===== config.mk =====
export PLATFORM = sky130hd
export DESIGN_NAME = mode_value_lister
export DESIGN_NICKNAME = d
export VERILOG_FILES = /design/src/hdl/mvl_pkg.sv /design/src/hdl/mvl_cell.sv /design/src/hdl/mode_value_lister.sv
export SDC_FILE = /design/constraint.sdc
export NUM_CORES = 2
export LEC_CHECK = 0
export ABC_AREA = 1
export BUFFER_PORTS_ARGS = -buffer_cell sky130_fd_sc_hd__buf_4
export CAP_MARGIN = 15
export CORE_ASPECT_RATIO = 0.6
export CORE_MARGIN = 2
export CORE_UTILIZATION = 40
export DETAILED_ROUTE_END_ITERATION = 12
export PLACE_DENSITY = 0.61
export SETUP_SLACK_MARGIN = 0.5
export SLEW_MARGIN = 0
export SYNTH_ARGS = -nofsm -noshare
export SYNTH_HDL_FRONTEND = slang
export SYNTH_SLANG_ARGS = --single-unit
export TNS_END_PERCENT = 30

===== constraint.sdc =====
create_clock -name clk -period 6.06 [get_ports clk]
set_input_delay 1.515 -clock clk [delete_from_list [all_inputs] [get_ports clk]]
set_output_delay 1.515 -clock clk [all_outputs]
set_load 0.02 [all_outputs]

===== src/hdl/mvl_pkg.sv =====
// ----------------------------------------------------------------------------
// mvl_pkg: shared types and constants for the mode value lister
// Field widths, value range, cell data and control structs, clamp function.
// ----------------------------------------------------------------------------
package mvl_pkg;

  localparam int MAX_ITEMS_DEF = 64;
  localparam int VAL_W         = 8;
  localparam int CNT_W         = 7;

  localparam logic signed [VAL_W-1:0] VAL_MIN = -8'sd100;
  localparam logic signed [VAL_W-1:0] VAL_MAX = 8'sd100;

  // value travelling along the chain looking for its bin
  typedef struct packed {
    logic                    vld;
    logic signed [VAL_W-1:0] val;
  } tok_t;

  // contents of one cell: a distinct value and its occurrence count
  typedef struct packed {
    logic                    vld;
    logic signed [VAL_W-1:0] val;
    logic [CNT_W-1:0]        cnt;
  } cell_data_t;

  // per-cycle control broadcast to every cell
  typedef struct packed {
    logic rotate;
    logic clear;
  } cell_ctl_t;

  function automatic logic signed [VAL_W-1:0] sat_value(input logic signed [VAL_W-1:0] v);
    logic signed [VAL_W-1:0] r;
    r = v;
    if (v < VAL_MIN) begin
      r = VAL_MIN;
    end else if (v > VAL_MAX) begin
      r = VAL_MAX;
    end
    return r;
  endfunction

endpackage


===== src/hdl/mvl_cell.sv =====
// ----------------------------------------------------------------------------
// mvl_cell: one cell of the distinct-value chain
// Absorbs a passing value that matches (count up) or claims an empty cell;
// otherwise forwards it right. In rotate mode takes its right neighbor's data; clear empties it.
// ----------------------------------------------------------------------------
module mvl_cell (
  input  logic                  clk,
  input  logic                  rst_n,
  input  mvl_pkg::cell_ctl_t    ctl,
  input  mvl_pkg::tok_t         tok_in,
  output mvl_pkg::tok_t         tok_out,
  input  mvl_pkg::cell_data_t   data_in,
  output mvl_pkg::cell_data_t   data_out
);

  logic                            vld_r, vld_nxt;
  logic signed [mvl_pkg::VAL_W-1:0] val_r, val_nxt;
  logic [mvl_pkg::CNT_W-1:0]       cnt_r, cnt_nxt;
  logic                            tvld_r, tvld_nxt;
  logic signed [mvl_pkg::VAL_W-1:0] tval_r;
  logic                            hit;

  assign hit = vld_r && (val_r == tok_in.val);

  always_comb begin
    vld_nxt  = vld_r;
    val_nxt  = val_r;
    cnt_nxt  = cnt_r;
    tvld_nxt = 1'b0;
    if (ctl.clear) begin
      vld_nxt = 1'b0;
    end else if (ctl.rotate) begin
      vld_nxt = data_in.vld;
      val_nxt = data_in.val;
      cnt_nxt = data_in.cnt;
    end else if (tok_in.vld) begin
      if (!vld_r) begin
        vld_nxt = 1'b1;
        val_nxt = tok_in.val;
        cnt_nxt = mvl_pkg::CNT_W'(1);
      end else if (hit) begin
        cnt_nxt = cnt_r + mvl_pkg::CNT_W'(1);
      end else begin
        tvld_nxt = 1'b1;
      end
    end
  end

  always_ff @(posedge clk) begin
    if (!rst_n) begin
      vld_r  <= 1'b0;
      tvld_r <= 1'b0;
    end else begin
      vld_r  <= vld_nxt;
      tvld_r <= tvld_nxt;
    end
  end

  always_ff @(posedge clk) begin
    val_r  <= val_nxt;
    cnt_r  <= cnt_nxt;
    tval_r <= tok_in.val;
  end

  assign tok_out.vld   = tvld_r;
  assign tok_out.val   = tval_r;
  assign data_out.vld  = vld_r;
  assign data_out.val  = val_r;
  assign data_out.cnt  = cnt_r;

endmodule


===== src/hdl/mode_value_lister.sv =====
// ----------------------------------------------------------------------------
// mode_value_lister: lists every mode of a value set, ties included
// Values stream into a chain of MAX_ITEMS cells holding distinct values and
// counts; after the final item the chain is rotated twice past cell 0.
// ----------------------------------------------------------------------------
// Loading: one item per cycle, busy stays low until the final item.
// After the final item busy stays high through three passes: the last value
// walks the chain, the chain is rotated to find the top count, and it is then
// rotated again to emit the matches (at most one per cycle).
// Results cannot be stalled. Reset (rst_n low, synchronous) empties the set.
module mode_value_lister #(
  parameter int MAX_ITEMS = mvl_pkg::MAX_ITEMS_DEF
) (
  input  logic                              clk,
  input  logic                              rst_n,
  input  logic                              start,
  output logic                              busy,
  input  logic signed [mvl_pkg::VAL_W-1:0]  in_value,
  input  logic                              in_last,
  output logic                              out_valid,
  output logic signed [mvl_pkg::VAL_W-1:0]  out_mode_value,
  output logic [mvl_pkg::CNT_W-1:0]         out_frequency,
  output logic                              out_overflow,
  output logic                              out_end_of_list
);

  localparam int IW = $clog2(MAX_ITEMS + 1);          // fill count width
  localparam int SW = (MAX_ITEMS > 1) ? $clog2(MAX_ITEMS) : 1; // phase counter

  localparam logic [1:0] ST_IDLE  = 2'd0;  // taking items
  localparam logic [1:0] ST_DRAIN = 2'd1;  // last value still walking the chain
  localparam logic [1:0] ST_SCAN  = 2'd2;  // rotation 1: find top count, ties
  localparam logic [1:0] ST_EMIT  = 2'd3;  // rotation 2: emit matching values

  logic [1:0]                       state_r, state_nxt;
  logic [SW-1:0]                    step_r, step_nxt;
  logic [IW-1:0]                    fill_r, fill_nxt;
  logic                             ovf_r, ovf_nxt;       // drops in current set
  logic                             set_ovf_r, set_ovf_nxt; // flag for output
  logic [mvl_pkg::CNT_W-1:0]        best_r, best_nxt;
  logic [mvl_pkg::CNT_W-1:0]        ties_r, ties_nxt;
  logic [mvl_pkg::CNT_W-1:0]        sent_r, sent_nxt;
  mvl_pkg::tok_t                    tok_r, tok_nxt;

  logic                             out_valid_r, out_valid_nxt;
  logic signed [mvl_pkg::VAL_W-1:0] out_val_r;
  logic [mvl_pkg::CNT_W-1:0]        out_cnt_r;
  logic                             out_ovf_r;
  logic                             out_eol_r;

  logic                             accept;
  logic                             room;
  logic                             step_end;
  logic                             hit;
  mvl_pkg::cell_ctl_t               ctl;
  mvl_pkg::tok_t                    tok_w [MAX_ITEMS+1];
  mvl_pkg::cell_data_t              cell_w [MAX_ITEMS];

  assign busy     = (state_r != ST_IDLE);
  assign accept   = start && !busy;
  assign room     = (fill_r < IW'(MAX_ITEMS));
  assign step_end = (step_r == SW'(MAX_ITEMS - 1));

  // cell 0 is always the one looked at; rotation brings each cell past it
  assign hit = (state_r == ST_EMIT) && cell_w[0].vld && (cell_w[0].cnt == best_r);

  assign ctl.rotate = (state_r == ST_SCAN) || (state_r == ST_EMIT);
  assign ctl.clear  = (state_r == ST_EMIT) && step_end;

  // ---- cell chain --------------------------------------------------------
  assign tok_w[0] = tok_r;

  for (genvar i = 0; i < MAX_ITEMS; i++) begin : g_cell
    mvl_cell u_cell (
      .clk      (clk),
      .rst_n    (rst_n),
      .ctl      (ctl),
      .tok_in   (tok_w[i]),
      .tok_out  (tok_w[i+1]),
      .data_in  (cell_w[(i + 1) % MAX_ITEMS]),
      .data_out (cell_w[i])
    );
  end

  // ---- control -----------------------------------------------------------
  always_comb begin
    state_nxt     = state_r;
    step_nxt      = step_r;
    fill_nxt      = fill_r;
    ovf_nxt       = ovf_r;
    set_ovf_nxt   = set_ovf_r;
    best_nxt      = best_r;
    ties_nxt      = ties_r;
    sent_nxt      = sent_r;
    tok_nxt.vld   = 1'b0;
    tok_nxt.val   = mvl_pkg::sat_value(in_value);
    out_valid_nxt = 1'b0;

    case (state_r)
      ST_IDLE: begin
        if (accept) begin
          if (room) begin
            tok_nxt.vld = 1'b1;
            fill_nxt    = fill_r + IW'(1);
          end else begin
            ovf_nxt = 1'b1;
          end
          if (in_last) begin
            set_ovf_nxt = ovf_r || !room;
            fill_nxt    = '0;
            ovf_nxt     = 1'b0;
            best_nxt    = '0;
            ties_nxt    = '0;
            sent_nxt    = '0;
            step_nxt    = '0;
            state_nxt   = ST_DRAIN;
          end
        end
      end
      ST_DRAIN: begin
        step_nxt = step_r + SW'(1);
        if (step_end) begin
          step_nxt  = '0;
          state_nxt = ST_SCAN;
        end
      end
      ST_SCAN: begin
        step_nxt = step_r + SW'(1);
        if (cell_w[0].vld) begin
          if (cell_w[0].cnt > best_r) begin
            best_nxt = cell_w[0].cnt;
            ties_nxt = mvl_pkg::CNT_W'(1);
          end else if (cell_w[0].cnt == best_r) begin
            ties_nxt = ties_r + mvl_pkg::CNT_W'(1);
          end
        end
        if (step_end) begin
          step_nxt  = '0;
          state_nxt = ST_EMIT;
        end
      end
      ST_EMIT: begin
        step_nxt = step_r + SW'(1);
        if (hit) begin
          out_valid_nxt = 1'b1;
          sent_nxt      = sent_r + mvl_pkg::CNT_W'(1);
        end
        if (step_end) begin
          step_nxt  = '0;
          state_nxt = ST_IDLE;
        end
      end
      default: begin
        state_nxt = ST_IDLE;
      end
    endcase
  end

  always_ff @(posedge clk) begin
    if (!rst_n) begin
      state_r     <= ST_IDLE;
      step_r      <= '0;
      fill_r      <= '0;
      ovf_r       <= 1'b0;
      tok_r       <= '0;
      out_valid_r <= 1'b0;
    end else begin
      state_r     <= state_nxt;
      step_r      <= step_nxt;
      fill_r      <= fill_nxt;
      ovf_r       <= ovf_nxt;
      tok_r       <= tok_nxt;
      out_valid_r <= out_valid_nxt;
    end
  end

  always_ff @(posedge clk) begin
    set_ovf_r <= set_ovf_nxt;
    best_r    <= best_nxt;
    ties_r    <= ties_nxt;
    sent_r    <= sent_nxt;
    out_val_r <= cell_w[0].val;
    out_cnt_r <= cell_w[0].cnt;
    out_ovf_r <= set_ovf_r;
    out_eol_r <= ((sent_r + mvl_pkg::CNT_W'(1)) == ties_r);
  end

  assign out_valid       = out_valid_r;
  assign out_mode_value  = out_val_r;
  assign out_frequency   = out_cnt_r;
  assign out_overflow    = out_ovf_r;
  assign out_end_of_list = out_eol_r;

  // ---- assertions --------------------------------------------------------
  a_out_only_after_emit : assert property (@(posedge clk) disable iff (!rst_n)
    out_valid_r |-> ($past(state_r) == ST_EMIT))
    else $error("result outside emit pass");

  a_final_goes_busy : assert property (@(posedge clk) disable iff (!rst_n)
    (accept && in_last) |=> busy)
    else $error("final item did not start the list pass");

  a_freq_nonzero : assert property (@(posedge clk) disable iff (!rst_n)
    out_valid_r |-> (out_cnt_r != '0))
    else $error("listed value with zero count");

  a_sent_bounded : assert property (@(posedge clk) disable iff (!rst_n)
    (state_r == ST_EMIT) |-> (sent_r <= ties_r))
    else $error("more values emitted than ties found");

endmodule

# Word-level counts from Yosys, hierarchy flattened
# Cells that the tools add are included.
dict set report op_classes {
  add_sub_neg 68
  mul 0
  n_div 0
  magnitude_cmp 4
  eq_ne 208
  shift 0
  mux 668
  bitwise_logic 128
  reduce_logical 346
}
# op n
set op_table {}
lappend op_table {{$mux 7} 266}
lappend op_table {{$mux 8} 194}
lappend op_table {{$eq 8x8->1} 64}
lappend op_table {{$add 7x1->7 const B} 67}
lappend op_table {{$reduce_and 3->1} 132}
lappend op_table {{$reduce_or 5->1} 63}
lappend op_table {{$mux 1} 195}
lappend op_table {{$ne 3x3->1 const B} 64}
lappend op_table {{$ne 2x2->1 const B} 71}
lappend op_table {{$reduce_bool 2->1} 68}
lappend op_table {{$not 1->1} 128}
lappend op_table {{$logic_and 1x1->1} 68}
lappend op_table {{$pmux 7 s2} 3}
lappend op_table {{$mux 6} 3}
lappend op_table {{$reduce_and 5->1} 3}
lappend op_table {{$eq 7x7->1} 2}
lappend op_table {{$pmux 6 s2} 1}
lappend op_table {{$mux 2} 5}
lappend op_table {{$gt 8x8->1 const B} 1}
lappend op_table {{$lt 8x8->1 const B} 1}
lappend op_table {{$pmux 2 s4} 1}
lappend op_table {{$gt 7x7->1} 1}
lappend op_table {{$lt 7x7->1 const B} 1}
lappend op_table {{$add 6x1->6 const B} 1}
lappend op_table {{other kinds (12)} 19}
dict set report totals {
  register_bits 1656
  latchBits 0
  ram_bits 0
  mem_bits_ro 0
  out_inout_bits 19
  elab_cells 1757
  memories 0
}

# Logic depth before layout (Yosys ltp)
dict set report logic_depth {
  word_depth 6
  ltp_mapped 12
  depth_no_buf 11
}

# Modules after synthesis
# A second synthesis with hierarchy kept.
dict set report hier_totals {
  cells_unflattened 7877
  hier_area_um2 74388.8
}
# module instances cells_each area_each_um2 seq_area_each_um2
set by_module_without_submodules {}
lappend by_module_without_submodules {{mvl_cell (g_cell[0].u_cell ...)} 61 118 1117.3 650.6}
lappend by_module_without_submodules {{mvl_cell (g_cell[25].u_cell ...)} 3 118 1127.3 650.6}
lappend by_module_without_submodules {mode_value_lister 1 325 2850.2 1521.5}

# Worst setup path after synthesis
# No wires, ideal clock.
dict set report synth_timing {
  path_type {input to register}
  startpoint {input start}
  endpoint {register sent_r[0] (netlist name) (enable)}
  setup_time_ns 0.373
  arrival_ns 2.123
  required_ns 5.687
  slack_ns 3.564
  stages 4
  path_buffers 0
  path_cell_list {nand2_1 -> nand2_1 -> inv_1 -> a21oi_1}
}
dict set report synth_between {
  elab_chain_cells 3
}
# element line_no
set synth_lines {}
lappend synth_lines {{start, declared} mode_value_lister.sv:16} ;# input logic start,
lappend synth_lines {{$logic_and 1x1->1} mode_value_lister.sv:60} ;# assign accept = start && !busy;
lappend synth_lines {{$ne 2x2->1 (no line)} --}
lappend synth_lines {{$reduce_and 4->1 (no line)} --}
lappend synth_lines {{end signal, assigned} mode_value_lister.sv:181} ;# sent_r <= sent_nxt;
lappend synth_lines {{end, declared} mode_value_lister.sv:42} ;# logic [mvl_pkg::CNT_W-1:0] sent_r, sent_nxt;
# Every way passes these cells.
# A chain may end at the register's enable or synchronous reset.

# Worst setup path after layout
dict set report layout_timing {
  startpoint {register state_r[0]}
  endpoint {register g_cell[42].u_cell.cnt_r[5] (netlist name) (enable)}
}
dict set report layout_between {
  elab_chain_cells 4
  elab_cells_between_ends 8
}
# element line_no
set layout_lines {}
lappend layout_lines {{start, declared} mode_value_lister.sv:35} ;# logic [1:0] state_r, state_nxt;
lappend layout_lines {{start signal, assigned} mode_value_lister.sv:168} ;# state_r <= state_nxt;
lappend layout_lines {{$eq 2x2->1, on equally long branches} {mode_value_lister.sv:67, mode_value_lister.sv:68}}
lappend layout_lines {{$logic_or 1x1->1 or $logic_and 1x1->1 (tied branches)} {mode_value_lister.sv:67, mode_value_lister.sv:68}}
lappend layout_lines {{$ne 3x3->1 (no line), or another cell as far along} --}
lappend layout_lines {{$reduce_and 3->1 (no line) (*)} --}
lappend layout_lines {{end signal, assigned} mvl_cell.sv:61} ;# cnt_r <= cnt_nxt;
lappend layout_lines {{end, declared} mvl_cell.sv:18} ;# logic [mvl_pkg::CNT_W-1:0] cnt_r, cnt_nxt;
# Every way passes the cells marked *; elsewhere a longest branch is shown, timed or not.

==> qor.txt <==
Core Region - 175000 µm²
final hold violation count - 0
worst hold path type - reg -> reg
Syn Area/Cell - 9.56 µm²
ys flop type - edfxtp_1
post-synthesis adder-cell area fraction - 1.40%
Seq cells post-synth - 1656
Place WS - 2.34 ns
number of max-cap violations - 0
Yosys top cell by area - edfxtp_1
P_int - 24.8 mW
top post-synthesis cells by area - edfxtp_1 42%, dfxtp_1 19%, nand2_1 11%
Max clock buf depth - 3
clock root buffer - clkbuf_16
number of global-route vias before repair - 46065
Total GRT Usage - 17.5%
Pins Over Slew Limit - 0
Final Non-Filler Cells - 9876
Final Worst Setup Slack - 2.25 ns
EDFF count, synth - 982
nets - 7471
Fin Setup TNS - 0 ns
Worst-Skew Late Latency - 0.81 ns
most common cell in the netlist - nand2_1
remaining antenna violation count - 0
Final Core Density - 44.6%
Worst EP arrival - 4.19 ns
initial core utilization - 40.3%
Worst VDD drop - 0.000626 V
drt drc - 0
WL final - 160 mm
Compound-Gate Fraction of Synth Area - 7.73%
worst path required time - 6.45 ns
crit-path max FO - 126
Leakage - 31.6 nW
Congestion Overflow GR - 0
CTS sink count - 1656
DIE AREA - 180000 µm²
total clock buffers created by CTS - 157
sequential fraction of the synthesis area - 60.9%
Post-DP HPWL - 109 mm
Post-Syn Nets - 7473
outcome - completed
first-pass GRT wire length - 257 mm
FF-to-FF Start - state_r[0]$_SDFFE_PN0P_
via count - 49460
area share of xor/xnor cells in the synthesized design - 6.12%
die height - 329 µm
I/O pin cnt - 31
Synth top area share - 41.8%
Worst Setup SP - state_r[0]$_SDFFE_PN0P_
hold buffers post-CTS - 0
post-layout min period - 3.81 ns
Psw - 14.2 mW
slowest cell delay on critical path - 0.62 ns
Cell Area, Synth - 70500 µm²
CP Capture Type - register
Inst Count DP - 9580
CTS tree - built
Post-synth ARST share - 0%
drt wl/cell - 16.2 µm
Least-Margin Pin Slew - 1.05 ns
cts repair resizes - 0
layout cells sized above 1 - 4.68%
sw frac - 36.4%
Slew headroom - 30.1%
RSZ-0062 raised after global routing - no
FMAX - 263 MHz
Commonest cells post-synth - 2104 x nand2_1, 982 x edfxtp_1, 674 x dfxtp_1
mux contribution to synthesized area - 0%
first-pass iteration count of the detailed router - 8
die width - 546 µm
Logic pwr share - 28.2%
GP Congestion - 0.824
post-CTS setup buffers - 0
Tcrit/Tclk final - 62.8%
yosys warns - 0
Clock transition at path regs - 0.07 ns
Cell Chain, Critical Path - inv_1 > ha_1 > nor2_4 > inv_8 > buf_4 > or2_1 > nand2_1 > a21oi_1
filler instances - 16489
antenna violations before repair - 2
sequential share of power - 46.4%
slowest stage cell, crit path - buf_4
initial DRC count - 5101
PortBufs - 30
power per cell area - 499 nW/µm²
largest net degree at the start of global routing - 189
Crit Path Class - reg -> reg
endpoints failing setup - 0
P&R area growth vs syn - 10.8%
Cell variety after synth - 37
Syn Inst Count - 7382
clk_skew - 0.0661 ns
register-to-register setup slack - 2.25 ns
H-tree depth - 4
Synth Area in Simple Gates - 18.9%
final hold slack - 0.357 ns
largest family of logic cells by synthesized area - simple AND/OR/NAND/NOR gates
vias per inst - 5.01
HP Start - g_cell[61].u_cell.tval_r[2]$_DFF_P_
clock power share - 25.4%
count of standard-cell rows - 119
crit path launch type - register
==> layout by cell type (no fill, tap or decap), types with 3 or more instances in the layout <==
cell type / count
xor2_1: 316
o21ai_0: 611
or2_1: 39
nor3_1: 95
xnor2_1: 174
clkbuf_1: 52
nand3_1: 323
clkinv_16: 4
clkbuf_16: 166
clkinv_1: 13
clkbuf_8: 29
inv_1: 613
buf_4: 47
a22o_1: 63
nand2_2: 10
o21ai_1: 10
clkinv_2: 25
dfxtp_1: 674
inv_16: 3
buf_12: 7
or2_2: 23
nand4_1: 130
nor2_1: 544
o22ai_1: 69
inv_2: 26
nand2_1: 2102
ha_1: 79
a21oi_1: 264
clkinv_8: 3
edfxtp_1: 982
==> layer usage <==
metal	GRT usage (%)	part of all wire (%)	up-vias
li1	-	-	24532
met1	29.4	54	23424
met2	22.4	37	1328
met3	3.52	7.0	174
met4	3.41	1.2	2
met5	0	0.0081	-
==> cell type report <==
| type | instances | area (µm²) | share of cell area (%) |
|---|---|---|---|
| antenna | 1 | 2.50 | 0.00320 |
| clock buffer | 247 | 4750 | 6.08 |
| clock inverter | 48 | 419 | 0.536 |
| inverter | 644 | 2430 | 3.10 |
| multi-input combinational | 4867 | 24100 | 30.9 |
| sequential | 1656 | 43000 | 55.0 |
| tap | 2359 | 2950 | 3.78 |
| timing repair buffer | 54 | 493 | 0.631 |
==> state kept, by name, indices dropped and copies added, names as in the netlist, 7 cells and up <==
register and cells:
g_cell.u_cell.val_r 512, g_cell.u_cell.tval_r 504, g_cell.u_cell.cnt_r 448, g_cell.u_cell.vld_r 64, g_cell.u_cell.tvld_r 63, tok_r 9, out_mode_value 8, best_r 7
fill_r 7, out_frequency 7, sent_r 7, ties_r 7
==> cell families after synthesis <==
kind of cell	count (synthesis)
and+or+nand+nor	3275
buffers and inverters	859
AOI/OAI and AO/OA	1022
xor gates and xnor gates	491
adders and majority gates	79
DFF	1656
==> critical path, delay by kind of cell (launching register included) <==
kind / cells / cell delay, ns
buffers and inverters: 3 / 1.31
AO/OA/AOI/OAI: 1 / 0.59
AND/OR/NAND/NOR: 3 / 0.50
adder cells (fa/ha/maj): 1 / 0.45
flip-flops: 1 / 0.35
==> final timing paths <==
path	cells past startpoint	endpoint
max	8	g_cell[42].u_cell.cnt_r[5]$_DFFE_PP_
min	0	g_cell[62].u_cell.tval_r[2]$_DFF_P_
max reg2reg	8	g_cell[42].u_cell.cnt_r[5]$_DFFE_PP_
min reg2reg	0	g_cell[62].u_cell.tval_r[2]$_DFF_P_
==> through the flow <==
step | area [µm²] | power (mW)
2_1_floorplan | 70500 | 25.8
3_3_place_gp | 73000 | 28.9
3_5_place_dp | 73000 | 29.2
4_1_cts | 78100 | 39.2
5_1_grt | 78100 | 41.5
6_report | 78100 | 39.0
==> power by group through the flow <==
stage	registers (mW)	clock network [mW]	logic, mW
floorplan	17.6	0	8.22
global placement	18.3	0	10.6
detailed placement	18.3	0	11.0
CTS	18.1	10.1	11.0
global route	18.4	10.6	12.6
finish	18.1	9.91	11.0
Power figures use the tool's default switching activity.
